<file path="src/design/ppr_pkg.sv">
// Shared types, format codes and channel expansion helpers for the RGBA premultiply pipe.
package ppr_pkg;

  localparam int unsigned FmtW = 3;

  typedef enum logic [FmtW-1:0] {
    FMT_RGBA8888 = 3'd0,
    FMT_BGRA8888 = 3'd1,
    FMT_RGB565   = 3'd2,
    FMT_RGB888   = 3'd3,
    FMT_ALPHA8   = 3'd4
  } fmt_e;

  localparam logic [7:0] AlphaOpaque = 8'd255;

  // Unpacked pixel, before premultiplication
  typedef struct packed {
    logic [7:0] red;
    logic [7:0] green;
    logic [7:0] blue;
    logic [7:0] alpha;
    logic       err;
  } pix_t;

  // Raw color*alpha products
  typedef struct packed {
    logic [15:0] red;
    logic [15:0] green;
    logic [15:0] blue;
    logic [7:0]  alpha;
    logic        err;
  } prod_t;

  // floor(v*255/31) = 8v + floor(7v/31)
  function automatic logic [7:0] expand5(input logic [4:0] v);
    logic [7:0] v7;
    logic [2:0] corr;
    v7   = ({3'b000, v} << 3) - {3'b000, v};
    corr = 3'({2'b00, v7 >= 8'd31}  + {2'b00, v7 >= 8'd62}  + {2'b00, v7 >= 8'd93}
            + {2'b00, v7 >= 8'd124} + {2'b00, v7 >= 8'd155} + {2'b00, v7 >= 8'd186}
            + {2'b00, v7 >= 8'd217});
    return {v, 3'b000} + {5'b00000, corr};
  endfunction

  // floor(v*255/63) = 4v + floor(v/21)
  function automatic logic [7:0] expand6(input logic [5:0] v);
    logic [1:0] corr;
    corr = 2'({1'b0, v >= 6'd21} + {1'b0, v >= 6'd42} + {1'b0, v >= 6'd63});
    return {v, 2'b00} + {6'b000000, corr};
  endfunction

endpackage

</file>
<file path="src/design/ppr_pix_if.sv">
// Input channel carrying raw source pixel beats.
interface ppr_pix_if;
  logic        valid;
  logic        ready;
  logic [31:0] source_pixel;

  modport source (output valid, output source_pixel, input ready);
  modport sink   (input valid, input source_pixel, output ready);
endinterface

</file>
<file path="src/design/ppr_rgba_if.sv">
// Output channel carrying premultiplied RGBA8888 beats.
interface ppr_rgba_if;
  logic       valid;
  logic       ready;
  logic [7:0] red_out;
  logic [7:0] green_out;
  logic [7:0] blue_out;
  logic [7:0] alpha_out;
  logic       format_error;

  modport source (output valid, output red_out, output green_out, output blue_out,
                  output alpha_out, output format_error, input ready);
  modport sink   (input valid, input red_out, input green_out, input blue_out,
                  input alpha_out, input format_error, output ready);
endinterface

</file>
<file path="src/design/pixel_to_premultiplied_rgba.sv">
// Top level: source pixel to premultiplied RGBA8888 converter.
//
// pix_i takes one raw 32-bit pixel beat (byte 0 in bits 7:0) per cycle on a
// valid/ready handshake; rgba_o gives one premultiplied RGBA8888 beat for
// each input beat, in order, plus a format_error flag for unsupported codes.
// The source format is written through cfg_we_i / cfg_wdata_i while idle.
//
// Three register stages: unpack/expand, color*alpha multiply, divide by 255.
// Throughput is one beat per cycle while rgba_o is ready, set by the three
// 8x8 multipliers issuing every cycle.
//
// Reset clears the stage valid bits and sets the format to RGBA8888.
// When the receiver stalls, each stage holds its beat and ready propagates
// back; an empty stage keeps accepting, so the pipe fills up before pix_i
// drops ready. No beat is lost or repeated.
module pixel_to_premultiplied_rgba
  import ppr_pkg::*;
(
  input  logic            clk_i,
  input  logic            rst_ni,
  input  logic            cfg_we_i,
  input  logic [FmtW-1:0] cfg_wdata_i,
  ppr_pix_if.sink         pix_i,
  ppr_rgba_if.source      rgba_o
);

  logic [FmtW-1:0] fmt_q;

  always_ff @(posedge clk_i or negedge rst_ni) begin
    if (!rst_ni) begin
      fmt_q <= FMT_RGBA8888;
    end else if (cfg_we_i) begin
      fmt_q <= cfg_wdata_i;
    end
  end

  logic  s1_valid, s1_ready;
  pix_t  s1_data;
  logic  s2_valid, s2_ready;
  prod_t s2_data;

  ppr_unpack u_unpack (
    .clk_i   (clk_i),
    .rst_ni  (rst_ni),
    .fmt_i   (fmt_q),
    .valid_i (pix_i.valid),
    .pixel_i (pix_i.source_pixel),
    .ready_o (pix_i.ready),
    .valid_o (s1_valid),
    .data_o  (s1_data),
    .ready_i (s1_ready)
  );

  ppr_mult u_mult (
    .clk_i   (clk_i),
    .rst_ni  (rst_ni),
    .valid_i (s1_valid),
    .data_i  (s1_data),
    .ready_o (s1_ready),
    .valid_o (s2_valid),
    .data_o  (s2_data),
    .ready_i (s2_ready)
  );

  ppr_div255 u_div255 (
    .clk_i   (clk_i),
    .rst_ni  (rst_ni),
    .valid_i (s2_valid),
    .data_i  (s2_data),
    .ready_o (s2_ready),
    .rgba_o  (rgba_o)
  );

endmodule

</file>
<file path="src/design/ppr_unpack.sv">
// Stage 1: decode the pixel word by source format into 8-bit channels.
module ppr_unpack
  import ppr_pkg::*;
(
  input  logic                clk_i,
  input  logic                rst_ni,
  input  logic [FmtW-1:0]     fmt_i,
  input  logic                valid_i,
  input  logic [31:0]         pixel_i,
  output logic                ready_o,
  output logic                valid_o,
  output pix_t                data_o,
  input  logic                ready_i
);

  logic valid_q;
  pix_t data_d, data_q;
  logic [15:0] p565;

  assign p565 = pixel_i[15:0];

  always_comb begin
    data_d = '0;
    unique case (fmt_e'(fmt_i))
      FMT_RGBA8888: begin
        data_d.red   = pixel_i[7:0];
        data_d.green = pixel_i[15:8];
        data_d.blue  = pixel_i[23:16];
        data_d.alpha = pixel_i[31:24];
      end
      FMT_BGRA8888: begin
        data_d.blue  = pixel_i[7:0];
        data_d.green = pixel_i[15:8];
        data_d.red   = pixel_i[23:16];
        data_d.alpha = pixel_i[31:24];
      end
      FMT_RGB565: begin
        data_d.red   = expand5(p565[15:11]);
        data_d.green = expand6(p565[10:5]);
        data_d.blue  = expand5(p565[4:0]);
        data_d.alpha = AlphaOpaque;
      end
      FMT_RGB888: begin
        data_d.red   = pixel_i[7:0];
        data_d.green = pixel_i[15:8];
        data_d.blue  = pixel_i[23:16];
        data_d.alpha = AlphaOpaque;
      end
      FMT_ALPHA8: begin
        data_d.red   = pixel_i[7:0];
        data_d.green = pixel_i[7:0];
        data_d.blue  = pixel_i[7:0];
        data_d.alpha = pixel_i[7:0];
      end
      default: begin
        // unsupported code: all channels zero, flag set
        data_d.err = 1'b1;
      end
    endcase
  end

  assign ready_o = !valid_q || ready_i;

  always_ff @(posedge clk_i or negedge rst_ni) begin
    if (!rst_ni) begin
      valid_q <= 1'b0;
    end else if (ready_o) begin
      valid_q <= valid_i;
    end
  end

  always_ff @(posedge clk_i) begin
    if (ready_o && valid_i) begin
      data_q <= data_d;
    end
  end

  assign valid_o = valid_q;
  assign data_o  = data_q;

endmodule

</file>
<file path="src/design/ppr_mult.sv">
// Stage 2: multiply each color channel by alpha.
module ppr_mult
  import ppr_pkg::*;
(
  input  logic  clk_i,
  input  logic  rst_ni,
  input  logic  valid_i,
  input  pix_t  data_i,
  output logic  ready_o,
  output logic  valid_o,
  output prod_t data_o,
  input  logic  ready_i
);

  logic  valid_q;
  prod_t data_d, data_q;

  always_comb begin
    data_d.red   = 16'(data_i.red)   * 16'(data_i.alpha);
    data_d.green = 16'(data_i.green) * 16'(data_i.alpha);
    data_d.blue  = 16'(data_i.blue)  * 16'(data_i.alpha);
    data_d.alpha = data_i.alpha;
    data_d.err   = data_i.err;
  end

  assign ready_o = !valid_q || ready_i;

  always_ff @(posedge clk_i or negedge rst_ni) begin
    if (!rst_ni) begin
      valid_q <= 1'b0;
    end else if (ready_o) begin
      valid_q <= valid_i;
    end
  end

  always_ff @(posedge clk_i) begin
    if (ready_o && valid_i) begin
      data_q <= data_d;
    end
  end

  assign valid_o = valid_q;
  assign data_o  = data_q;

endmodule

</file>
<file path="src/design/ppr_div255.sv">
// Stage 3: divide products by 255 and hold the output beat.
module ppr_div255
  import ppr_pkg::*;
(
  input  logic              clk_i,
  input  logic              rst_ni,
  input  logic              valid_i,
  input  prod_t             data_i,
  output logic              ready_o,
  ppr_rgba_if.source        rgba_o
);

  logic valid_q;
  pix_t data_d, data_q;

  // floor(x/255) = (x + 1 + (x >> 8)) >> 8, exact for every 8x8 product (x <= 65025)
  function automatic logic [7:0] div255(input logic [15:0] x);
    logic [16:0] s;
    s = {1'b0, x} + 17'd1 + {9'd0, x[15:8]};
    return s[15:8];
  endfunction

  always_comb begin
    data_d.red   = div255(data_i.red);
    data_d.green = div255(data_i.green);
    data_d.blue  = div255(data_i.blue);
    data_d.alpha = data_i.alpha;
    data_d.err   = data_i.err;
  end

  assign ready_o = !valid_q || rgba_o.ready;

  always_ff @(posedge clk_i or negedge rst_ni) begin
    if (!rst_ni) begin
      valid_q <= 1'b0;
    end else if (ready_o) begin
      valid_q <= valid_i;
    end
  end

  always_ff @(posedge clk_i) begin
    if (ready_o && valid_i) begin
      data_q <= data_d;
    end
  end

  assign rgba_o.valid        = valid_q;
  assign rgba_o.red_out      = data_q.red;
  assign rgba_o.green_out    = data_q.green;
  assign rgba_o.blue_out     = data_q.blue;
  assign rgba_o.alpha_out    = data_q.alpha;
  assign rgba_o.format_error = data_q.err;

endmodule

</file>
<file path="src/flat_wrapper.sv">
// flat-port wrapper written by rule: the top's interface ports become plain ports
module pixel_to_premultiplied_rgba_flat import ppr_pkg::*;
  (clk_i, rst_ni, cfg_we_i, cfg_wdata_i, pix_i_valid, pix_i_source_pixel, pix_i_ready, rgba_o_valid, rgba_o_red_out, rgba_o_green_out, rgba_o_blue_out, rgba_o_alpha_out, rgba_o_format_error, rgba_o_ready);
  ppr_pix_if pix_i_i ();
  ppr_rgba_if rgba_o_i ();
  input  logic clk_i;
  input  logic rst_ni;
  input  logic cfg_we_i;
  input  logic [FmtW-1:0] cfg_wdata_i;
  input wire logic [$bits(pix_i_i.valid)-1:0] pix_i_valid;
  input wire logic [$bits(pix_i_i.source_pixel)-1:0] pix_i_source_pixel;
  output wire logic [$bits(pix_i_i.ready)-1:0] pix_i_ready;
  output wire logic [$bits(rgba_o_i.valid)-1:0] rgba_o_valid;
  output wire logic [$bits(rgba_o_i.red_out)-1:0] rgba_o_red_out;
  output wire logic [$bits(rgba_o_i.green_out)-1:0] rgba_o_green_out;
  output wire logic [$bits(rgba_o_i.blue_out)-1:0] rgba_o_blue_out;
  output wire logic [$bits(rgba_o_i.alpha_out)-1:0] rgba_o_alpha_out;
  output wire logic [$bits(rgba_o_i.format_error)-1:0] rgba_o_format_error;
  input wire logic [$bits(rgba_o_i.ready)-1:0] rgba_o_ready;
  assign pix_i_i.valid = pix_i_valid;
  assign pix_i_i.source_pixel = pix_i_source_pixel;
  assign pix_i_ready = pix_i_i.ready;
  assign rgba_o_valid = rgba_o_i.valid;
  assign rgba_o_red_out = rgba_o_i.red_out;
  assign rgba_o_green_out = rgba_o_i.green_out;
  assign rgba_o_blue_out = rgba_o_i.blue_out;
  assign rgba_o_alpha_out = rgba_o_i.alpha_out;
  assign rgba_o_format_error = rgba_o_i.format_error;
  assign rgba_o_i.ready = rgba_o_ready;
  pixel_to_premultiplied_rgba u_core (.clk_i(clk_i), .rst_ni(rst_ni), .cfg_we_i(cfg_we_i), .cfg_wdata_i(cfg_wdata_i), .pix_i(pix_i_i), .rgba_o(rgba_o_i));
endmodule
</file>
<file path="config.mk">
export PLATFORM = sky130hd
export DESIGN_NAME = pixel_to_premultiplied_rgba_flat
export DESIGN_NICKNAME = d
export VERILOG_FILES = /design/src/design/ppr_pkg.sv /design/src/design/ppr_pix_if.sv /design/src/design/ppr_rgba_if.sv /design/src/design/pixel_to_premultiplied_rgba.sv /design/src/design/ppr_unpack.sv /design/src/design/ppr_mult.sv /design/src/design/ppr_div255.sv /design/src/flat_wrapper.sv
export SDC_FILE = /design/constraint.sdc
export NUM_CORES = 1
export LEC_CHECK = 0
export ABC_AREA = 1
export BUFFER_PORTS_ARGS = -buffer_cell sky130_fd_sc_hd__buf_2
export CAP_MARGIN = 40
export CORE_MARGIN = 3
export CORE_UTILIZATION = 32
export CTS_CLUSTER_SIZE = 25
export DETAILED_ROUTE_END_ITERATION = 10
export PLACE_DENSITY = 0.55
export SYNTH_ARGS = -nofsm -noshare
export SYNTH_HDL_FRONTEND = slang
export SYNTH_SLANG_ARGS = --single-unit
</file>
<file path="constraint.sdc">
create_clock -name clk_i -period 5.7 [get_ports clk_i]
set_input_delay 0.285 -clock clk_i [delete_from_list [all_inputs] [get_ports clk_i]]
set_output_delay 0.285 -clock clk_i [all_outputs]
set_load 0.01 [all_outputs]
</file>
## Yosys cells after proc, flatten, opt, wreduce, memory -nomap -nowiden

Cells that the tools add are included.

| word-level totals | value |
|---|---|
| register bits after elaboration | 129 |
| bits of input ports | 40 |
| output and inout port bits | 35 |
| word-level logic and storage cells | 81 |

| cells by class | value |
|---|---|
| add/subtract/negate cells | 25 |
| multiply operators | 3 |
| magnitude comparators | 17 |
| equality and inequality tests | 4 |
| muxes and demuxes | 2 |
| reductions and logical operators | 11 |

Operators with widths:

| operator | count |
|---|---|
| 32-bit case mux with 5 select lines | 1 |
| 16-bit by 1-bit adder with 16-bit output (second input constant) | 3 |
| 16-bit by 8-bit adder with 16-bit output | 3 |
| 8-bit greater-or-equal comparator (second input constant) | 6 |
| 8-bit by 8-bit multiplier with 16-bit output | 3 |
| 8-bit by 7-bit greater-or-equal comparator with 1-bit output (second input constant) | 4 |
| 3-bit by 1-bit adder with 3-bit output | 8 |
| 8-bit by 3-bit adder with 8-bit output | 2 |
| 8-bit by 5-bit greater-or-equal comparator with 1-bit output (second input constant) | 2 |
| 8-bit by 6-bit greater-or-equal comparator with 1-bit output (second input constant) | 2 |
| 8-bit by 5-bit subtractor with 8-bit output | 2 |
| 6-bit greater-or-equal comparator (second input constant) | 2 |
| 8-bit by 2-bit adder with 8-bit output | 1 |
| 1-bit by 1-bit adder with 2-bit output | 3 |
| 2-bit by 1-bit adder with 3-bit output | 2 |
| 3-bit by 2-bit equality test with 1-bit output (second input constant) | 2 |
| 6-bit by 5-bit greater-or-equal comparator with 1-bit output (second input constant) | 1 |
| 5-bit OR reduction | 1 |
| 3-bit by 1-bit equality test with 1-bit output (second input constant) | 1 |
| 3-bit equality test (second input constant) | 1 |
| 1-bit logical AND | 3 |
| 1-bit zero test | 3 |
| 3-bit zero test | 1 |
| 1-bit logical OR | 3 |
| other kinds (2) | 2 |

## Logic depth before layout (Yosys ltp)

Gate-level depths: netlist of run 1.

| logic depth | value |
|---|---|
| depth after elaboration | 10 |
| gate-level depth with buffers | 20 |

## Hierarchy

From an unflattened synthesis of run 1, not the netlist that was laid out.

| second synthesis, totals | value |
|---|---|
| cells, all modules | 2015 |
| area total of the unflattened synthesis | 14795.4 µm² |

By module, submodules not included:

| module | instances | cells each | area an instance (µm²) | sequential area each (µm²) |
|---|---|---|---|---|
| ppr_mult | 1 | 1186 | 8928.6 | 1736.7 |
| ppr_div255 | 1 | 465 | 2964.1 | 1016.0 |
| ppr_unpack | 1 | 351 | 2790.2 | 1016.0 |
| pixel_to_premultiplied_rgba | 1 | 13 | 112.6 | 75.1 |

## Worst setup path after synthesis of run 1

Ideal clock, no wire load.

| path | value |
|---|---|
| path kind | register to register |
| start point | register u_core.u_unpack.data_q (netlist bit u_core.u_unpack.data_o[8]) |
| end point | register u_core.u_mult.data_q (netlist bit u_core.u_mult.data_o[40]) (data pin) |
| library setup time | 253 ps |
| data arrival time | 3812 ps |
| path slack | 1635 ps |
| cell stages (with the launch flop) | 15 |
| buffers on the path | 1 |
| period minus slack after synthesis | 4065 ps |
| cell sequence | edfxtp_1 -> clkbuf_1 -> nand2_1 -> fa_1 -> inv_1 -> fa_1 -> fa_1 -> fa_1 -> ha_1 -> a21oi_1 -> nor2_1 -> o21ai_0 -> nand3_1 -> nand2_1 -> nand2_1 |

RTL lines:

| what | RTL line | RTL |
|---|---|---|
| from (decl) | ppr_unpack.sv:17 | `pix_t data_d, data_q;` |
| from (signal assigned) | ppr_unpack.sv:74 | `data_q <= data_d;` |
| to (signal assigned) | ppr_mult.sv:38 | `data_q <= data_d;` |
| to (decl) | ppr_mult.sv:16 | `prod_t data_d, data_q;` |

==> qor.txt, run 1 <==
Status: finished clean
Seq/Total Area, Yosys: 28.20%
Logic pwr share: 59.1%
DRT iter0 DRCs: 558
Largest net degree at the start of global routing: 58
Max Fclk: 223.6 MHz
Die W: 212.4 µm
Slew @ Worst Pin: 784.8 ps
Postcts setup bufs: 0
Global-route wire length before repair: 53.23 mm
H-tree depth: 4
Resized cells post-CTS: 0
Setup Viol. Count Final: 0
Fin crit period: 4471 ps
Avg WL per Cell: 13.51 µm
# rows: 74
Synth-to-layout area growth: 11.37%
EDFF count, synth: 123
Pwr Density: 479.2 nW/µm²
Post-placement cell count: 2262
Startpoint Class: register
Cell Area, Synth: 13630 µm²
Die ar.: 45100 µm²
Area of the multi-input gates: 8195 µm²
Share of cells above drive strength 1: 9.019%
IO buf count: 74
Antenna violations before repair: 0
Final Non-Filler Cells: 2295
Max-Cap Viols: 0
Max layer used: met4
Final wirelength: 31.00 mm
Synth Register Bits: 129
Total negative slack: 0 ps
Final Hold Fails: 0
Unrepaired setup endpoints after global routing: false
Layout Nets: 2048
Worst Setup SP: u_core.u_unpack.data_o[4]
Crit path capture type: register
# DRC: 0
Vias/cell: 4.651
Vias in the first global route: 10930
Slew Viols, Final: 0
Num CTS Buffers: 17
M1 wire length: 15.11 mm
Seq. cell area: 3844 µm²
Crit-path most repeated cell: fa_1
RR Endpoint: u_core.u_mult.data_o[24]
Global Route Usage Sum: 14.65%
Int Pwr: 3.872 mW
Critical path peak fanout: 15
First drt pass iteration count: 5
Warnings from Yosys: 0
R2R cell count: 15
Sw Pwr: 3.402 mW
Post-synthesis cell count: 1690
Hold Path Cell Cnt: 3
DR WL met3: 1.206 mm
Routed Antenna Nets: 0
Reg2Reg Launch Point: u_core.u_unpack.data_o[4]
Crit-path slowest cell: edfxtp_1
R2R setup slack: 1230 ps
Crit path required time: 5900 ps
Clock share of power: 14.7%
Leak pwr: 8.265 nW
Syn nets: 1988
Ys flop type: edfxtp_1
Worst slew margin: 47.68%
Final period util: 78.45%
Worst VDD drop: 0.2322 mV
Met2 wire length: 14.11 mm
GRT overflow: 0
Clock buffer depth: 2
CTS clk-pin slew, worst paths: 60 ps
Capture point of the critical path: u_core.u_mult.data_o[24]
CTS tree: yes
DR vias: 10680
Dpl hpwl: 24.59 mm
Clock Skew: 11.24 ps
Boundary Pins: 75
Switch share: 46.77%
Filler Cell Count: 4327
Final core occ: 36.59%
# hold bufs at CTS: 1
Sequential share of power: 26.2%
Critical Path, Cell by Cell: buf_6 -> nand2_1 -> inv_1 -> fa_1 -> fa_1 -> inv_1 -> fa_1 -> fa_1 -> inv_1 -> ha_1 -> nand2_1 -> o21ai_0 -> nand3_1 -> nand4_1 -> nand2_1
Clock root buffer: clkbuf_16
Number of clock sinks: 129
Hold Path Class: primary input to register
Post-synth ARST share: 4.651%
CP Class: register to register
Floorplan core area: 41480 µm²
Initial Util: 32.86%
Antenna diodes: 0
Crit path largest cell delay: 640 ps
Unique cell type count in the Yosys netlist: 41
Mapped Avg Cell Area: 8.065 µm²
CP arrival: 4670 ps
DIE HEIGHT: 212.4 µm
Worst-skew pair later-pin latency: 440 ps
Gp weighted congestion: 0.8894
[cells in the final DEF, fill, tap and decap left out, types with 9 or more instances in the layout]
cell type and instances:
a21o_1 9, xnor2_1 11, nand2_1 488, fa_1 117, nand3_1 75, clkbuf_16 17, o2111ai_1 10, inv_1 363
edfxtp_1 123, nor3_1 20, a21oi_1 57, o21ai_0 44, ha_1 141, nor2_1 77, nand4_1 13, xor2_1 18
buf_2 74
[sequential cells by signal, indices dropped and copies added (netlist names)]
signal                               cells
u_core.u_mult.data_o                    57
u_core.u_div255.rgba_o.format_error      1
u_core.u_div255.rgba_o.green_out         8
u_core.u_div255.rgba_o.red_out           8
u_core.u_div255.rgba_o.alpha_out         8
u_core.u_unpack.valid_o                  1
u_core.u_div255.rgba_o.blue_out          8
u_core.u_mult.valid_o                    1
u_core.fmt_q                             3
u_core.u_unpack.data_o                  33
u_core.u_div255.rgba_o.valid             1
[how the worst min path moves through the flow]
stage / to / from / slack, ps
floorplan: u_core.fmt_q[0] / rst_ni / -10
global placement: u_core.fmt_q[1] / rst_ni / 130
detailed placement: u_core.fmt_q[1] / rst_ni / 140
CTS: u_core.fmt_q[2] / cfg_wdata_i[2] / 20
global route: u_core.fmt_q[2] / cfg_wdata_i[2] / 40
finish: u_core.fmt_q[1] / cfg_wdata_i[1] / 50
[power groups by stage]
stage / Sequential [mW] / Clock (mW) / Combinational [mW]
2_1_floorplan: 1.80 / 0 / 3.36
3_3_place_gp: 1.94 / 0 / 4.24
3_5_place_dp: 1.92 / 0 / 4.32
4_1_cts: 1.91 / 1.11 / 4.37
5_1_grt: 1.95 / 1.15 / 5.06
6_report: 1.91 / 1.07 / 4.30
[critical path, delay by kind of cell (launching register included)]
| family | cells | cell delay, ps |
|---|---|---|
| buf+inv | 4 | 420 |
| fa+ha+maj | 5 | 2290 |
| flops | 1 | 640 |
| simple gates | 5 | 490 |
| compound gates | 1 | 380 |
[metrics by stage]
step / worst slack, ps / area, µm² / power, mW / hold WS [ps]
6_report: 1229 / 15180 / 7.274 / 49.62
5_1_grt: 902.1 / 15180 / 8.152 / 44.16
4_1_cts: 1228 / 15180 / 7.391 / 24.02
3_5_place_dp: 1242 / 14610 / 6.244 / 137.3
3_3_place_gp: 1135 / 14530 / 6.182 / 133.5
2_1_floorplan: 1635 / 13630 / 5.167 / -10.59
[synthesized netlist by cell type (2+ instances only)]
cell type	n	area, µm²
nand2_1	488	1832
inv_1	364	1366
ha_1	141	1764
edfxtp_1	123	3694
fa_1	117	2342
nor2_1	77	289.0
nand3_1	75	375.4
a21oi_1	58	290.3
o21ai_0	44	220.2
clkbuf_1	29	108.9
nor3_1	20	100.1
xor2_1	18	157.7
nand4_1	13	81.33
clkbuf_2	12	60.06
xnor2_1	11	96.34
o2111ai_1	10	87.58
a21o_1	9	67.56
o221ai_1	8	70.07
inv_2	7	26.28
or2_2	7	43.79
dfrtp_1	6	150.1
nand2_2	6	37.54
nor2_2	6	37.54
nand2_4	5	56.30
o21ai_1	5	25.02
o21bai_1	5	37.54
a31oi_1	4	25.02
buf_2	4	20.02
nand3_2	3	30.03
buf_4	2	15.01
nand3b_1	2	15.01
o21a_1	2	15.01
[kinds of logic (layout without fill, tap and decap cells)]
family | Yosys count | count (layout) | share of synthesized area [%]
AO/OA/AOI/OAI | 146 | 146 | 6.215
AND/OR/NAND/NOR | 708 | 708 | 21.72
XOR/XNOR | 30 | 30 | 1.983
buffers and inverters | 419 | 492 | 11.75
flip-flops | 129 | 129 | 28.20
adder cells (fa/ha/maj) | 258 | 258 | 30.13
[routing by layer]
layer,GRT usage (%),vias up
met3,2.376,29
met2,23.77,206
met5,0,-
li1,-,5391
met4,4.772,0
met1,20.05,5049
[cell type report]
cell class | instances | share of cell area, %
Inverter | 372 | 9.208
Tap cell | 532 | 4.385
Sequential cell | 129 | 25.32
Clock inverter | 15 | 0.8656
Timing Repair Buffer | 88 | 3.421
Clock buffer | 17 | 2.803
Multi-Input combinational cell | 1142 | 53.99
No activity file was read; power rests on OpenSTA's default activity.
==> inputs of run 2 (changes only) <==
ABC_AREA = 0   (was 1)
PLACE_DENSITY = 0.57   (was 0.55)
clock period = 3.7 ns   (was 5.7 ns; I/O delays follow)
==> qor.txt, run 2 <==
Status: finished with violations
Failing checks: setup timing
Synth Area in Simple Gates: 15.64% (-6.1 points)
Final Hold Fails: 0 (unchanged)
Crit path required time: 3870 ps (-2030 ps)
Slew @ Worst Pin: 861.4 ps (+76.54 ps)
Area leader, netlist: edfxtp_1
Most common cell after layout, fill and taps aside: buf_4
Largest net degree at the start of global routing: 48 (-17%)
Most frequent cell after synthesis: inv_1
Num CTS Buffers: 17 (unchanged)
Filler Cell Count: 3738 (-14%)
# DRC: 0 (unchanged)
Sequential share of power: 22.8% (-3.4 points)
Final wirelength: 27.94 mm (-9.9%)
Die ar.: 42160 µm² (-6.5%)
Startpoint Class: register
R2R setup slack: -350 ps (-1580 ps)
Worst slew margin: 42.58% (-5.1 points)
# rows: 72 (-2.7%)
Hold Path Class: primary input to register
Int Pwr: 7.025 mW (+81%)
Sw Pwr: 4.475 mW (+32%)
Max-Cap Viols: 0 (unchanged)
Post-synthesis mux area share: 0.9053% (+0.91 points)
Post-placement cell count: 1992 (-12%)
Most frequent cells after synthesis: inv_1 (172), ha_1 (141), edfxtp_1 (123), nand2_1 (123), fa_1 (117)
Vias in the first global route: 9759 (-11%)
Yosys top cell area share: 29.05% (+1.9 points)
Clock root buffer: clkbuf_16
Global Route Usage Sum: 13.88% (-0.76 points)
Number of clock sinks: 129 (unchanged)
Routed Antenna Nets: 0 (unchanged)
Critical path peak fanout: 5 (-10)
Dpl hpwl: 22.12 mm (-10%)
Initial Util: 32.67% (-0.19 points)
CTS clk-pin slew, worst paths: 60 ps (about the same)
Total negative slack: -5572 ps (-5572 ps)
Crit path capture type: register
Adder-cell share of the synthesized area: 32.30% (+2.2 points)
Avg WL per Cell: 13.65 µm (+1.0%)
Worst-skew pair later-pin latency: 430 ps (about the same)
Unrepaired setup endpoints after global routing: true
Largest family of logic cells by synthesized area: adder cells
Max reg flops: 57 (unchanged)
Unique cell type count in the Yosys netlist: 55 (+34%)
H-tree depth: 4 (unchanged)
Floorplan core area: 38920 µm² (-6.2%)
Hold WS: 50.19 ps (+0.5691 ps)
EDFF count, synth: 123 (unchanged)
Final core occ: 42.29% (+5.7 points)
Xor/xnor share of the synthesized area: 4.537% (+2.6 points)
Syn nets: 1571 (-21%)
Setup Viol. Count Final: 23 (+23)
First drt pass iteration count: 5 (unchanged)
Clock share of power: 15.4% (+0.7 points)
Layout Nets: 1814 (-11%)
Tot Pwr: 11.50 mW (+58%)
CP Class: register to register
Final Non-Filler Cells: 2047 (-11%)
Commonest cells after routing, fill and taps aside: buf_4 (165), inv_1 (155), edfxtp_1 (123), ha_1 (119), nand2_1 (107)
Slew Viols, Final: 0 (unchanged)
Ys flop type: edfxtp_1
Switch share: 38.91% (-7.9 points)
Warnings from Yosys: 0 (unchanged)
DR vias: 9539 (-11%)
GRT overflow: 0 (unchanged)
DIE HEIGHT: 205.3 µm (-3.3%)
Synth-to-layout area growth: 29.45%
Logic pwr share: 61.8% (+2.7 points)
Seq/Total Area, Yosys: 30.23% (+2.0 points)
Synth Area in Compound Gates: 10.16% (+3.9 points)
Largest cells by area after synthesis: edfxtp_1 (29%), fa_1 (18%), ha_1 (14%)
Boundary Pins: 75 (unchanged)
Share of cells above drive strength 1: 29.23% (+20 points)
Global-route wire length before repair: 47.87 mm (-10%)
Leak pwr: 7.500 nW (-9.3%)
Die W: 205.3 µm (-3.3%)
Worst VDD drop: 0.3496 mV (+51%)
CP arrival: 4220 ps (-450 ps)
Vias/cell: 4.660 (+0.18%)
Antenna violations before repair: 0 (unchanged)
Pwr Density: 698.7 nW/µm² (+46%)
Gp weighted congestion: 0.8674 (-2.5%)
DRT iter0 DRCs: 441 (-21%)
Post-synthesis cell count: 1273 (-25%)
Post-synth ARST share: 4.651% (unchanged)
CTS tree: yes
Clock Skew: 15.03 ps (+3.792 ps)
Fin crit period: 4047 ps (-424.0 ps)
Final WS setup: -347.5 ps (-1576 ps)
Clock buffer depth: 2 (unchanged)
Mapped Avg Cell Area: 9.988 µm² (+24%)
Final period util: 109.4% (+31 points)
Synth Register Bits: 129 (unchanged)
Max Fclk: 247.1 MHz (+10%)
Cell Area, Synth: 12710 µm² (-6.7%)
Antenna diodes: 0 (unchanged)
IO buf count: 74 (unchanged)
run 2: worst max-delay path: stages (launching register included):
cell,delay (ps)
edfxtp_1,410
buf_6,130
nand2_1,70
fa_1,550
inv_1,60
fa_1,550
fa_1,440
fa_1,560
ha_4,220
buf_4,150
and3_1,180
a211oi_2,220
a21oi_1,110
xor2_1,140
run 2: per-stage QoR:
step           setup WS (ps)  cell area (µm²)
4_1_cts               -366.4            16100
2_1_floorplan         -277.1            13140
3_3_place_gp          -360.1            15190
6_report              -347.5            16460
5_1_grt               -490.7            16460
3_5_place_dp          -367.3            15210
run 2: path summary, 6_finish.rpt:
| check | from | to | cells past startpoint |
|---|---|---|---|
| worst max-delay path | u_core.u_unpack.data_o[5] | u_core.u_mult.data_o[54] | 13 |
| worst max register to register | u_core.u_unpack.data_o[5] | u_core.u_mult.data_o[54] | 13 |
| worst min register to register | u_core.u_mult.data_o[2] | u_core.u_div255.rgba_o.alpha_out[1] | 0 |
| max in group asynchronous | rst_ni | u_core.fmt_q[1] | 2 |
| worst min-delay path | rgba_o_ready | u_core.u_mult.valid_o | 4 |
| min in group asynchronous | rst_ni | u_core.u_unpack.valid_o | 2 |
run 2: cell families (layout without fill, tap and decap cells):
family	count (synthesis)	count (layout)
mux	11	11
compound gates	207	207
flops	129	129
simple gates	395	395
xor+xnor	65	65
buf+inv	208	464
fa+ha+maj	258	258
run 2: area by class of cell:
class	instances	area [µm²]	share of cell area (%)
Timing Repair Buffer	260	1882	11.43
Tap cell	518	648.1	3.938
Inverter	172	661.9	4.021
Clock inverter	14	177.7	1.079
Multi-Input combinational cell	936	8817	53.57
Sequential cell	129	3844	23.35
Clock buffer	18	429.2	2.607
run 2: timing repair:
item / 4_1_cts / 5_1_grt
pin swaps: 30 / 28
gates resized for setup: 42 / 76
buffers inserted: 7 / 10
hold buffers: 6 / 0
setup endpoints to repair: 23 / 31
endpoints found under the hold margin: 10 / 0
run 2: per-layer routing:
layer / vias up / part of all wire (%) / wire, µm / track usage (%)
met2: 182 / 46 / 12990 / 22.41
li1: 4759 / - / - / -
met5: - / 0 / 0 / 0
met1: 4584 / 49 / 13600 / 19.85
met3: 14 / 3.9 / 1089 / 1.978
met4: 0 / 0.92 / 256 / 3.100
run 2: power by group through the flow:
| stage | Combinational, mW | Sequential (mW) | Clock, mW |
|---|---|---|---|
| global placement | 6.27 | 2.65 | 0 |
| finish | 7.11 | 2.62 | 1.78 |
| global route | 8.01 | 2.66 | 1.90 |
| detailed placement | 6.37 | 2.65 | 0 |
| floorplan | 4.43 | 2.60 | 0 |
| CTS | 6.71 | 2.62 | 1.83 |
